## config.mk

```make
export PLATFORM = sky130hd
export DESIGN_NAME = run_length_style_table_unit_flat
export DESIGN_NICKNAME = d
export VERILOG_FILES = /design/src/rtl/rlst_pkg.sv /design/src/rtl/rlst_in_if.sv /design/src/rtl/rlst_out_if.sv /design/src/rtl/run_length_style_table_unit.sv /design/src/flat_wrapper.sv
export SDC_FILE = /design/constraint.sdc
export NUM_CORES = 2
export LEC_CHECK = 0
export CORE_UTILIZATION = 44
export CTS_CLUSTER_DIAMETER = 120
export CTS_CLUSTER_SIZE = 10
export DETAILED_ROUTE_END_ITERATION = 6
export DONT_BUFFER_PORTS = 1
export GPL_TIMING_DRIVEN = 0
export PLACE_DENSITY = 0.61
export SLEW_MARGIN = 10
export SYNTH_ARGS = -nofsm -noshare
export SYNTH_HDL_FRONTEND = slang
export SYNTH_SLANG_ARGS = --single-unit
```

## constraint.sdc

```tcl
create_clock -name i_clk -period 15.6 [get_ports i_clk]
set_clock_uncertainty 0.15 [all_clocks]
set_input_delay 3.12 -clock i_clk [delete_from_list [all_inputs] [get_ports i_clk]]
set_output_delay 3.12 -clock i_clk [all_outputs]
set_load 0.02 [all_outputs]
```

## src/rtl/rlst_pkg.sv

```systemverilog
// ----------------------------------------------------------------------------
// rlst_pkg
// Types and codes shared by the run length style table and its channels.
// ----------------------------------------------------------------------------
package rlst_pkg;

    localparam int FUNC_W  = 2;
    localparam int COL_W   = 12;
    localparam int STYLE_W = 6;
    localparam int LEN_W   = 16;
    localparam int USED_W  = 7;

    localparam logic [FUNC_W-1:0] FUNC_APPEND  = 2'd0;
    localparam logic [FUNC_W-1:0] FUNC_OVERLAY = 2'd1;
    localparam logic [FUNC_W-1:0] FUNC_QUERY   = 2'd2;
    localparam logic [FUNC_W-1:0] FUNC_CLEAR   = 2'd3;

    localparam logic ST_DONE     = 1'b0;
    localparam logic ST_REJECTED = 1'b1;

    typedef struct packed {
        logic [FUNC_W-1:0]  func;
        logic [COL_W-1:0]   position;
        logic [COL_W-1:0]   span;
        logic [STYLE_W-1:0] style_in;
    } t_in_item;

    typedef struct packed {
        logic [STYLE_W-1:0] style_out;
        logic               status;
        logic [USED_W-1:0]  runs_used;
    } t_out_item;

    typedef struct packed {
        logic [STYLE_W-1:0] style;
        logic [LEN_W-1:0]   len;
    } t_run;

endpackage

```

## src/rtl/rlst_in_if.sv

```systemverilog
// ----------------------------------------------------------------------------
// rlst_in_if
// Request channel: one operation per transaction.
// ----------------------------------------------------------------------------
interface rlst_in_if;
    logic               valid;
    logic               ready;
    rlst_pkg::t_in_item data;

    modport source (output valid, output data, input ready);
    modport sink   (input valid, input data, output ready);
endinterface

```

## src/rtl/rlst_out_if.sv

```systemverilog
// ----------------------------------------------------------------------------
// rlst_out_if
// Result channel: one result per transaction.
// ----------------------------------------------------------------------------
interface rlst_out_if;
    logic                valid;
    logic                ready;
    rlst_pkg::t_out_item data;

    modport source (output valid, output data, input ready);
    modport sink   (input valid, input data, output ready);
endinterface

```

## src/rtl/run_length_style_table_unit.sv

```systemverilog
// ----------------------------------------------------------------------------
// run_length_style_table_unit
// Line style table held as (style, length) runs plus an endless tail style.
// ----------------------------------------------------------------------------
// One request at a time. Query and overlay take longer the more runs they
// walk; their pace is set by the single registered read port of the run
// memory, which a small sequencer steps through one run at a time. Overlay
// writes the new table into the spare half of a double-buffered memory and
// swaps halves on success, so a rejected overlay leaves the table untouched.
// Results sit in an output register; no clearing pass is needed after reset.
module run_length_style_table_unit #(
    parameter int MAX_RUNS = 64
) (
    input  logic   i_clk,
    input  logic   i_rst_n,
    rlst_in_if.sink   i_in,
    rlst_out_if.source o_out
);

    localparam int IW = $clog2(MAX_RUNS);
    localparam int CW = $clog2(MAX_RUNS + 1);
    localparam int LW = rlst_pkg::LEN_W;
    localparam int SW = rlst_pkg::STYLE_W;
    localparam int PW = rlst_pkg::COL_W;

    localparam logic [3:0] S_IDLE  = 4'd0;
    localparam logic [3:0] S_LDW   = 4'd1;
    localparam logic [3:0] S_APP   = 4'd2;
    localparam logic [3:0] S_QRY   = 4'd3;
    localparam logic [3:0] S_PRE   = 4'd4;
    localparam logic [3:0] S_PAINT = 4'd5;
    localparam logic [3:0] S_SKIP  = 4'd6;
    localparam logic [3:0] S_REST  = 4'd7;
    localparam logic [3:0] S_FLUSH = 4'd8;
    localparam logic [3:0] S_DONE  = 4'd9;

    rlst_pkg::t_run r_mem [2][MAX_RUNS];
    rlst_pkg::t_run r_rd;

    logic [3:0]    r_state, n_state, r_ret, n_ret;
    logic [CW-1:0] r_count, n_count, r_nx_cnt, n_nx_cnt, r_idx, n_idx;
    logic          r_bank, n_bank;
    logic [SW-1:0] r_tail, n_tail;
    logic          r_ov, n_ov;
    logic          r_pend_v, n_pend_v;

    rlst_pkg::t_run      r_pend, n_pend;
    rlst_pkg::t_out_item r_out, n_out;
    logic [SW-1:0]       r_newtail, n_newtail, r_cur_sty, n_cur_sty;
    logic [LW-1:0]       r_cur_len, n_cur_len;
    logic [PW-1:0]       r_start, n_start, r_skip, n_skip;
    rlst_pkg::t_in_item  r_req, n_req;
    logic [SW-1:0]       r_res_sty, n_res_sty;
    logic                r_status, n_status;

    logic           wr_en, wr_bank;
    logic [IW-1:0]  wr_idx;
    rlst_pkg::t_run wr_data;

    logic          push_en, push_fail;
    logic [SW-1:0] push_sty;
    logic [LW-1:0] push_len;
    logic [LW:0]   push_sum;
    logic [LW-1:0] start_x, skip_x;
    logic [CW-1:0] last_idx;

    assign i_in.ready  = (r_state == S_IDLE);
    assign o_out.valid = r_ov;
    assign o_out.data  = r_out;

    assign start_x  = LW'(r_start);
    assign skip_x   = LW'(r_skip);
    assign last_idx = r_count - CW'(1);
    assign push_sum = {1'b0, r_pend.len} + {1'b0, push_len};

    always_ff @(posedge i_clk) begin
        if (wr_en) begin
            r_mem[wr_bank][wr_idx] <= wr_data;
        end
        r_rd <= r_mem[r_bank][n_idx[IW-1:0]];
    end

    always_comb begin
        n_state   = r_state;
        n_ret     = r_ret;
        n_count   = r_count;
        n_nx_cnt  = r_nx_cnt;
        n_idx     = r_idx;
        n_bank    = r_bank;
        n_tail    = r_tail;
        n_ov      = r_ov;
        n_pend_v  = r_pend_v;
        n_pend    = r_pend;
        n_out     = r_out;
        n_newtail = r_newtail;
        n_cur_sty = r_cur_sty;
        n_cur_len = r_cur_len;
        n_start   = r_start;
        n_skip    = r_skip;
        n_req     = r_req;
        n_res_sty = r_res_sty;
        n_status  = r_status;
        wr_en     = 1'b0;
        wr_bank   = r_bank;
        wr_idx    = '0;
        wr_data   = r_pend;
        push_en   = 1'b0;
        push_sty  = r_cur_sty;
        push_len  = r_cur_len;
        push_fail = 1'b0;

        if (r_ov && o_out.ready) begin
            n_ov = 1'b0;
        end

        case (r_state)
            S_IDLE: begin
                if (i_in.valid) begin
                    n_req     = i_in.data;
                    n_res_sty = '0;
                    n_status  = rlst_pkg::ST_DONE;
                    n_idx     = '0;
                    n_start   = i_in.data.position;
                    case (i_in.data.func)
                        rlst_pkg::FUNC_APPEND: begin
                            if (i_in.data.span == '0) begin
                                n_state = S_DONE;
                            end else if (r_count == '0) begin
                                wr_en   = 1'b1;
                                wr_idx  = '0;
                                wr_data = {i_in.data.style_in, LW'(i_in.data.span)};
                                n_count = CW'(1);
                                n_state = S_DONE;
                            end else begin
                                n_idx   = last_idx;
                                n_ret   = S_APP;
                                n_state = S_LDW;
                            end
                        end
                        rlst_pkg::FUNC_OVERLAY: begin
                            n_nx_cnt  = '0;
                            n_pend_v  = 1'b0;
                            n_newtail = r_tail;
                            n_ret     = S_PRE;
                            n_state   = S_LDW;
                        end
                        rlst_pkg::FUNC_QUERY: begin
                            n_ret   = S_QRY;
                            n_state = S_LDW;
                        end
                        default: begin
                            n_count = '0;
                            n_tail  = i_in.data.style_in;
                            n_state = S_DONE;
                        end
                    endcase
                end
            end
            S_LDW: begin
                if (r_idx < r_count) begin
                    n_cur_len = r_rd.len;
                    n_cur_sty = r_rd.style;
                end else begin
                    n_cur_len = '0;
                    n_cur_sty = r_tail;
                end
                n_state = r_ret;
            end
            S_APP: begin
                n_state = S_DONE;
                wr_idx  = last_idx[IW-1:0];
                if (r_cur_sty == r_req.style_in) begin
                    if (push_sum_app(r_cur_len, r_req.span)) begin
                        n_status = rlst_pkg::ST_REJECTED;
                    end else begin
                        wr_en   = 1'b1;
                        wr_data = {r_cur_sty, r_cur_len + LW'(r_req.span)};
                    end
                end else if (r_count >= CW'(MAX_RUNS)) begin
                    n_status = rlst_pkg::ST_REJECTED;
                end else begin
                    wr_en   = 1'b1;
                    wr_idx  = r_count[IW-1:0];
                    wr_data = {r_req.style_in, LW'(r_req.span)};
                    n_count = r_count + CW'(1);
                end
            end
            S_QRY: begin
                if (r_cur_len == '0) begin
                    n_res_sty = r_tail;
                    n_state   = S_DONE;
                end else if (start_x < r_cur_len) begin
                    n_res_sty = r_cur_sty;
                    n_state   = S_DONE;
                end else begin
                    n_start = r_start - r_cur_len[PW-1:0];
                    n_idx   = r_idx + CW'(1);
                    n_state = S_LDW;
                end
            end
            S_PRE: begin
                n_state = S_PAINT;
                if (r_cur_len != '0 && r_cur_len <= start_x) begin
                    push_en = 1'b1;
                    n_start = r_start - r_cur_len[PW-1:0];
                    n_idx   = r_idx + CW'(1);
                    n_state = S_LDW;
                end else if (r_cur_len != '0 && r_start != '0) begin
                    push_en   = 1'b1;
                    push_len  = start_x;
                    n_cur_len = r_cur_len - start_x;
                    n_start   = '0;
                end else if (r_start != '0) begin
                    push_en  = 1'b1;
                    push_sty = r_tail;
                    push_len = start_x;
                    n_start  = '0;
                end
            end
            S_PAINT: begin
                if (r_req.span == '0) begin
                    n_newtail = r_req.style_in;
                    n_state   = S_FLUSH;
                end else begin
                    push_en  = 1'b1;
                    push_sty = r_req.style_in;
                    push_len = LW'(r_req.span);
                    n_skip   = r_req.span;
                    n_ret    = S_SKIP;
                    n_state  = S_SKIP;
                end
            end
            S_SKIP: begin
                n_state = S_REST;
                if (r_cur_len != '0 && r_skip != '0) begin
                    if (r_cur_len <= skip_x) begin
                        n_skip  = r_skip - r_cur_len[PW-1:0];
                        n_idx   = r_idx + CW'(1);
                        n_state = S_LDW;
                    end else begin
                        n_cur_len = r_cur_len - skip_x;
                        n_skip    = '0;
                    end
                end
            end
            S_REST: begin
                if (r_cur_len != '0) begin
                    push_en = 1'b1;
                    n_idx   = r_idx + CW'(1);
                    n_ret   = S_REST;
                    n_state = S_LDW;
                end else begin
                    n_state = S_FLUSH;
                end
            end
            S_FLUSH: begin
                wr_bank = ~r_bank;
                wr_idx  = last_nx(r_nx_cnt);
                wr_en   = r_pend_v;
                n_bank  = ~r_bank;
                n_count = r_nx_cnt;
                n_tail  = r_newtail;
                n_state = S_DONE;
            end
            S_DONE: begin
                if (!r_ov || o_out.ready) begin
                    n_ov            = 1'b1;
                    n_out.style_out = r_res_sty;
                    n_out.status    = r_status;
                    n_out.runs_used = rlst_pkg::USED_W'(r_count);
                    n_state         = S_IDLE;
                end
            end
            default: begin
                n_state = S_IDLE;
            end
        endcase

        if (push_en) begin
            if (r_pend_v && r_pend.style == push_sty) begin
                if (push_sum[LW]) begin
                    push_fail = 1'b1;
                end else begin
                    n_pend.len = push_sum[LW-1:0];
                end
            end else if (r_nx_cnt >= CW'(MAX_RUNS)) begin
                push_fail = 1'b1;
            end else begin
                wr_en    = r_pend_v;
                wr_bank  = ~r_bank;
                wr_idx   = last_nx(r_nx_cnt);
                wr_data  = r_pend;
                n_pend   = {push_sty, push_len};
                n_pend_v = 1'b1;
                n_nx_cnt = r_nx_cnt + CW'(1);
            end
            if (push_fail) begin
                n_status = rlst_pkg::ST_REJECTED;
                n_state  = S_DONE;
            end
        end
    end

    function automatic logic push_sum_app(input logic [LW-1:0] a, input logic [PW-1:0] b);
        logic [LW:0] s;
        s = {1'b0, a} + (LW + 1)'(b);
        return s[LW];
    endfunction

    function automatic logic [IW-1:0] last_nx(input logic [CW-1:0] c);
        logic [CW-1:0] d;
        d = c - CW'(1);
        return d[IW-1:0];
    endfunction

    always_ff @(posedge i_clk) begin
        if (!i_rst_n) begin
            r_state  <= S_IDLE;
            r_ret    <= S_IDLE;
            r_count  <= '0;
            r_bank   <= 1'b0;
            r_tail   <= '0;
            r_ov     <= 1'b0;
            r_pend_v <= 1'b0;
            r_nx_cnt <= '0;
            r_idx    <= '0;
        end else begin
            r_state  <= n_state;
            r_ret    <= n_ret;
            r_count  <= n_count;
            r_bank   <= n_bank;
            r_tail   <= n_tail;
            r_ov     <= n_ov;
            r_pend_v <= n_pend_v;
            r_nx_cnt <= n_nx_cnt;
            r_idx    <= n_idx;
        end
    end

    always_ff @(posedge i_clk) begin
        r_pend    <= n_pend;
        r_out     <= n_out;
        r_newtail <= n_newtail;
        r_cur_sty <= n_cur_sty;
        r_cur_len <= n_cur_len;
        r_start   <= n_start;
        r_skip    <= n_skip;
        r_req     <= n_req;
        r_res_sty <= n_res_sty;
        r_status  <= n_status;
    end

endmodule
```

## src/flat_wrapper.sv

```systemverilog
// flat-port wrapper written by rule: the top's interface ports become plain ports
module run_length_style_table_unit_flat 
#(
    parameter int MAX_RUNS = 64
)
  (i_clk, i_rst_n, i_in_valid, i_in_data, i_in_ready, o_out_valid, o_out_data, o_out_ready);
  rlst_in_if i_in_i ();
  rlst_out_if o_out_i ();
  input  logic i_clk;
  input  logic i_rst_n;
  input wire logic [$bits(i_in_i.valid)-1:0] i_in_valid;
  input wire logic [$bits(i_in_i.data)-1:0] i_in_data;
  output wire logic [$bits(i_in_i.ready)-1:0] i_in_ready;
  output wire logic [$bits(o_out_i.valid)-1:0] o_out_valid;
  output wire logic [$bits(o_out_i.data)-1:0] o_out_data;
  input wire logic [$bits(o_out_i.ready)-1:0] o_out_ready;
  assign i_in_i.valid = i_in_valid;
  assign i_in_i.data = i_in_data;
  assign i_in_ready = i_in_i.ready;
  assign o_out_valid = o_out_i.valid;
  assign o_out_data = o_out_i.data;
  assign o_out_i.ready = o_out_ready;
  run_length_style_table_unit #(.MAX_RUNS(MAX_RUNS)) u_core (.i_clk(i_clk), .i_rst_n(i_rst_n), .i_in(i_in_i), .o_out(o_out_i));
endmodule
```

# After elaboration in Yosys (flattened, before gate mapping)
# Memory sizes are Yosys's and may differ from the RTL's. A register that Yosys moved wholly into a read port is not among the register bits.
# Index checks and enable logic that the tools add are counted.
[totals]
register_bits = 173
mem_bits_rw = 2816
in_bits = 36
out_inout_bits = 16
elab_cells = 287
mem_count = 1
[memory_table]
columns = ["name", "words", "word_bits", "read_ports", "rd_clocked_by_memory_dff", "write_ports", "line", "text"]
rows = [
  ["u_core.r_mem", 2, 1408, 1, 1, 1, "run_length_style_table_unit.sv:37", "rlst_pkg::t_run r_mem [2][MAX_RUNS];"],
]
[classes]
addsub = 12
magnitude_cmp = 9
n_eq_ne = 38
n_mux = 154
n_bitwise = 5
n_reduce_logical = 42
[op_table]
columns = ["op", "count"]
rows = [
  ["two-way mux 1408 bit", 1],
  ["two-way mux 22 bit", 13],
  ["two-way mux 16 bit", 12],
  ["two-way mux 7 bit", 21],
  ["binary-select mux 22 bit (select 6 bit)", 1],
  ["demux 22 bit (select 6 bit)", 1],
  ["two-way mux 12 bit", 9],
  ["two-way mux 6 bit", 18],
  ["two-way mux 4 bit", 16],
  ["one-hot mux 6 bit (2 select lines)", 5],
  ["one-hot mux 16 bit (3 select lines)", 1],
  ["one-hot mux 22 bit (2 select lines)", 1],
  ["two-way mux 1 bit", 40],
  ["one-hot mux 12 bit (3 select lines)", 1],
  ["one-hot mux 4 bit (9 select lines)", 1],
  ["one-hot mux 7 bit (5 select lines)", 1],
  ["less-or-equal comparator 16 x 12 -> 1 bit", 2],
  ["one-hot mux 16 bit (2 select lines)", 1],
  ["subtractor 16 x 12 -> 16 bit", 2],
  ["greater-or-equal comparator 7 bit, second input constant", 4],
  ["logical NOT 12 bit", 2],
  ["one-hot mux 12 bit (2 select lines)", 1],
  ["one-hot mux 4 bit (3 select lines)", 2],
  ["nonzero test 12 bit", 2],
  ["50 further kinds", 102],
]

# Depth between registers and ports, before layout
[depth]
word_depth = 15
depth_mapped = 27
depth_no_buf = 26

# Worst setup path before layout
# OpenSTA, ideal clock, no wires.
[synth_path]
path_type = "in2reg"
startpoint = "input i_in_data[7]"
endpoint = "memory u_core.r_mem[0][1005] (netlist name), data pin"
setup_ps = 933
arrival_ps = 7562
t_required_ps = 14517
slack_ps = 6956
cell_stages = 6
path_buffers = 0
path_cell_list = "nor4_1 > nand3_1 > nand4_1 > a2111o_1 > a21oi_1 > a2bb2oi_1"
[synth_lines]
columns = ["item", "line", "text"]
rows = [
  ["from (decl)", "flat_wrapper.sv:12", "input wire logic [$bits(i_in_i.data)-1:0] i_in_data;"],
  ["to (decl)", "run_length_style_table_unit.sv:37", ""],
]

# Final worst setup path
[layout_path]
startpoint = "input i_in_data[31]"
endpoint = "memory u_core.r_mem[0][910] (netlist name) (enable)"
[layout_between]
elab_chain_len = 9
[layout_rtl]
columns = ["item", "line", "text"]
rows = [
  ["logical NOT 2 bit (*)", "run_length_style_table_unit.sv:124", "case (i_in.data.func)"],
  ["two-way mux 1 bit (*)", "run_length_style_table_unit.sv:124", ""],
  ["two-way mux 1 bit (*)", "run_length_style_table_unit.sv:118", "if (i_in.valid) begin"],
  ["one-hot mux 1 bit (3 select lines) (*)", "run_length_style_table_unit.sv:116", "case (r_state)"],
  ["two-way mux 1 bit", "run_length_style_table_unit.sv:286", "end else if (r_nx_cnt >= CW'(MAX_RUNS)) begin"],
  ["two-way mux 1 bit", "run_length_style_table_unit.sv:280", "if (r_pend_v && r_pend.style == push_sty) begin"],
  ["two-way mux 1 bit (*)", "run_length_style_table_unit.sv:279", "if (push_en) begin"],
  ["two-way mux 1 bit (*)", "run_length_style_table_unit.sv:77", "if (wr_en) begin"],
  ["two-way mux 1408 bit (not written as such) (*)", "run_length_style_table_unit.sv:78", "r_mem[wr_bank][wr_idx] <= wr_data;"],
]
# Every way passes the cells marked *; elsewhere a longest branch is shown, timed or not.

==> impl_metrics.csv <==
group,metric,value,unit
placed_design,portBuffers,0,
setup_path,cp_max_fo,22,
placed_design,placedCellCount,9606,
grt,grt_pass1_vias,62840,
synth,netlist_area,0.1187,sq mm
power_and_ir_drop,p_leak,41.68,nW
sta,rsz0062_at_grt,"no",
drt,drt_pass1_iterations,7,
final_layout,seq_area,0.08915,sq mm
power_and_ir_drop,pwr-share-clk,0.350,
synth,synthFlopType,"edfxtp_1",
drt,vias,63443,
floorplan,chipHeight,521.3,microns
power_and_ir_drop,ir_drop,0.09214,mV
setup_path,crit_path_end_kind,"flip-flop",
status,failed_checks,"DRC",
synth,avgSynthCellArea,20.18,sq um
cts,cts-root-buf,"clkbuf_16",
sta,tns,0,ps
cts,cts-root-to-sink-buffers,4,
sta,max_freq,0.1204,GHz
grt,antenna_found_initial,17,
job,max_cap_viol_count,0,
cts,clk_latency,880,ps
power_and_ir_drop,intPower,14.35,mW
power_and_ir_drop,p_sw,5.578,mW
synth,yosysWarnings,0,
cts,htreeDepth,5,
synth,synth.distinct_cells,96,
cts,clkTransAtPathRegs,70,ps
power_and_ir_drop,power_frac_comb,0.183,
synth,syn-num-nets,6012,
final_layout,nets,6532,
grt,track_usage,0.2628,
drt,antenna_left,0,
cts,cts_tree,"done",
cts,clkSinkCount,2989,
final_layout,nFillCells,21241,
sta,worst_pin_slew,1427,ps
synth,seq_area_frac_synth,0.7513,
power_and_ir_drop,sw_frac_of_total,0.2800,
floorplan,start_util,0.4425,
sta,layout_min_cycle_time,8304,ps
synth,synth_top_area_share,0.7410,
final_layout,drive_gt1_frac,0.2550,
placed_design,gp_congestion,0.9543,
worst_hold_path,hold_depth,0,
setup_path,cp.required,15900,ps
final_layout,fin_util,0.5084,
cts,post_cts_buffers,0,
sta,setup_ws,7296,ps
drt,drt-initial-drc-count,8542,
drt,post_drt_wl_per_cell,35.82,microns
cts,cts_made_buffers,341,
floorplan,core_area,0.2682,sq mm
floorplan,rows,190,
status,run_status,"complete, but fails checks",
floorplan,io_pins,52,
floorplan,die_x,521.3,microns
synth,synthTopCellsByArea,"edfxtp_1 74%, mux4_2 13%, o22ai_1 1.2%",
synth,yosys.area.top_type,"edfxtp_1",
grt,gr-total-overflow,0,
sta,period_share,0.5323,
synth,syn_inst,5879,
drt,vias_per_cell,6.328,
synth,ys_ff_latch,2989,
cts,cts_resized,0,
cts,hold_buffers,0,
sta,hold_viol,0,
drt,wl,359100,microns
final_layout,multi_input_area,0.02885,sq mm
grt,grt_pass1_wl,494200,microns
setup_path,cp-start-kind,"primary input",
placed_design,dp_slack,6677,ps
setup_path,cp_data_arrival_time,8610,ps
worst_hold_path,hold_path_class,"reg -> reg",
floorplan,dieArea,0.2717,sq mm
grt,grt_start_max_net_pins,71,
final_layout,area_growth,14.89,%
placed_design,dp_hpwl,246000,microns
synth,synth-edff-count,2928,
sta,slew-limit-headroom,0.03886,
placed_design,placed_cell_area,0.1271,sq mm
synth,yosys-top-cells-count,"2928 x edfxtp_1, 704 x mux4_2, 248 x nor2_1",
sta,slew_violations,0,
sta,setup_viol,0,
synth,yosysMostFrequentCell,"edfxtp_1",
setup_path,critical_path_class,"in -> reg",
setup_path,r2r_cells,15,
power_and_ir_drop,p_per_area,146.2,mW/mm^2
final_layout,final_area,0.1363,sq mm
synth,async_reset_ff_frac,0,
final_layout,layout.cells.non_filler,10025,
drt,drc_errors,1,
power_and_ir_drop,p_seq_frac,0.466,
cell type report:
| type | instances | share of cell area |
|---|---|---|
| flip-flops and latches | 2989 | 0.6539 |
| inverters | 101 | 0.002781 |
| multi-input cells | 2463 | 0.2116 |
| well taps | 3552 | 0.03260 |
| plain buffers | 326 | 0.01110 |
| diodes | 7 | 0.0001285 |
| clock inverters | 23 | 0.002744 |
| repair buffers | 177 | 0.02098 |
| clock buffers | 387 | 0.06417 |
path summary, 6_finish.rpt:
kind	start	end	slack [ps]
hold / removal	u_core.r_res_sty[0]$_SDFFCE_PN0P_	u_core.o_out.data[8]$_DFFE_PP_	270
hold reg to reg	u_core.r_res_sty[0]$_SDFFCE_PN0P_	u_core.o_out.data[8]$_DFFE_PP_	270
setup / recovery	i_in_data[31]	u_core.r_mem[0][910]$_DFFE_PP_	7300
setup reg to reg	u_core.r_cur_len[0]$_DFFE_PP_	u_core.r_mem[0][910]$_DFFE_PP_	7650
flip-flops by register name, summed over array words and instances (netlist names), 3 cells and up, named ones only:
signal / count
u_core.r_req: 18
u_core.r_mem: 2816
u_core.r_res_sty: 6
u_core.r_cur_len: 16
u_core.r_tail: 6
u_core.o_out.data: 14
u_core.r_pend: 22
u_core.r_state: 4
u_core.r_idx: 7
u_core.r_skip: 12
u_core.r_ret: 3
u_core.r_count: 7
u_core.r_newtail: 6
u_core.r_nx_cnt: 7
u_core.r_cur_sty: 6
u_core.r_start: 12
u_core.r_rd: 22
through the flow:
step	hold WS, ps	total power [mW]
6_report	265.6	19.93
5_1_grt	278.2	20.39
4_1_cts	268.6	19.92
3_5_place_dp	256.5	13.03
3_3_place_gp	255.5	13.00
2_1_floorplan	250.3	11.47
layout by cell type, fill, tap and decap left out, types with 34 or more instances in the layout:
cell | Yosys | routed
o22a_1 | 67 | 67
a21oi_1 | 112 | 112
nor2_1 | 248 | 119
o221ai_1 | 70 | 69
clkbuf_16 | 0 | 343
nand2_1 | 186 | 180
xnor2_1 | 55 | 55
buf_16 | 0 | 53
edfxtp_1 | 2928 | 2928
mux4_2 | 704 | 704
inv_1 | 99 | 99
buf_4 | 17 | 96
clkbuf_1 | 169 | 182
nor2_4 | 0 | 128
buf_12 | 0 | 34
o22ai_1 | 223 | 223
buf_2 | 127 | 128
o31a_1 | 69 | 69
dfxtp_1 | 61 | 61
ha_1 | 91 | 91
o21ai_0 | 115 | 115
nand3_1 | 54 | 42
power groups by stage:
stage | clock (mW) | combinational (mW) | sequential [mW]
after floorplan | 0 | 2.04 | 9.43
final | 6.98 | 3.65 | 9.29
after global routing | 7.31 | 3.79 | 9.29
after global placement | 0 | 3.37 | 9.63
after CTS | 7.04 | 3.59 | 9.29
after detailed placement | 0 | 3.58 | 9.45
metal layers:
layer | track usage | vias to the layer above | routed length, microns
li1 | - | 25592 | -
met1 | 0.3493 | 33664 | 136400
met4 | 0.1296 | 8 | 19860
met5 | 0 | - | 301
met3 | 0.06306 | 676 | 35620
met2 | 0.4074 | 3503 | 167000
critical path, cell delays in order:
cell and delay (ps):
inv_1 80, ha_1 330, nand4_1 170, a2111o_1 480, a21oi_1 690, nor2_1 200
a211oi_1 870, nand2_1 1020, buf_2 740, nor2_4 860
cells by family (layout without fill, tap and decap cells):
family,count (synthesis),count (layout),synth area share
adders and majority gates,97,97,0.01061
and+or+nand+nor,660,660,0.02586
buffers and inverters,427,1014,0.01561
AOI/OAI and AO/OA,888,888,0.05416
muxes,734,734,0.1363
xor gates and xnor gates,84,84,0.006200
DFF,2989,2989,0.7513
other,0,7,0
No activity file was read; power rests on OpenSTA's default activity.
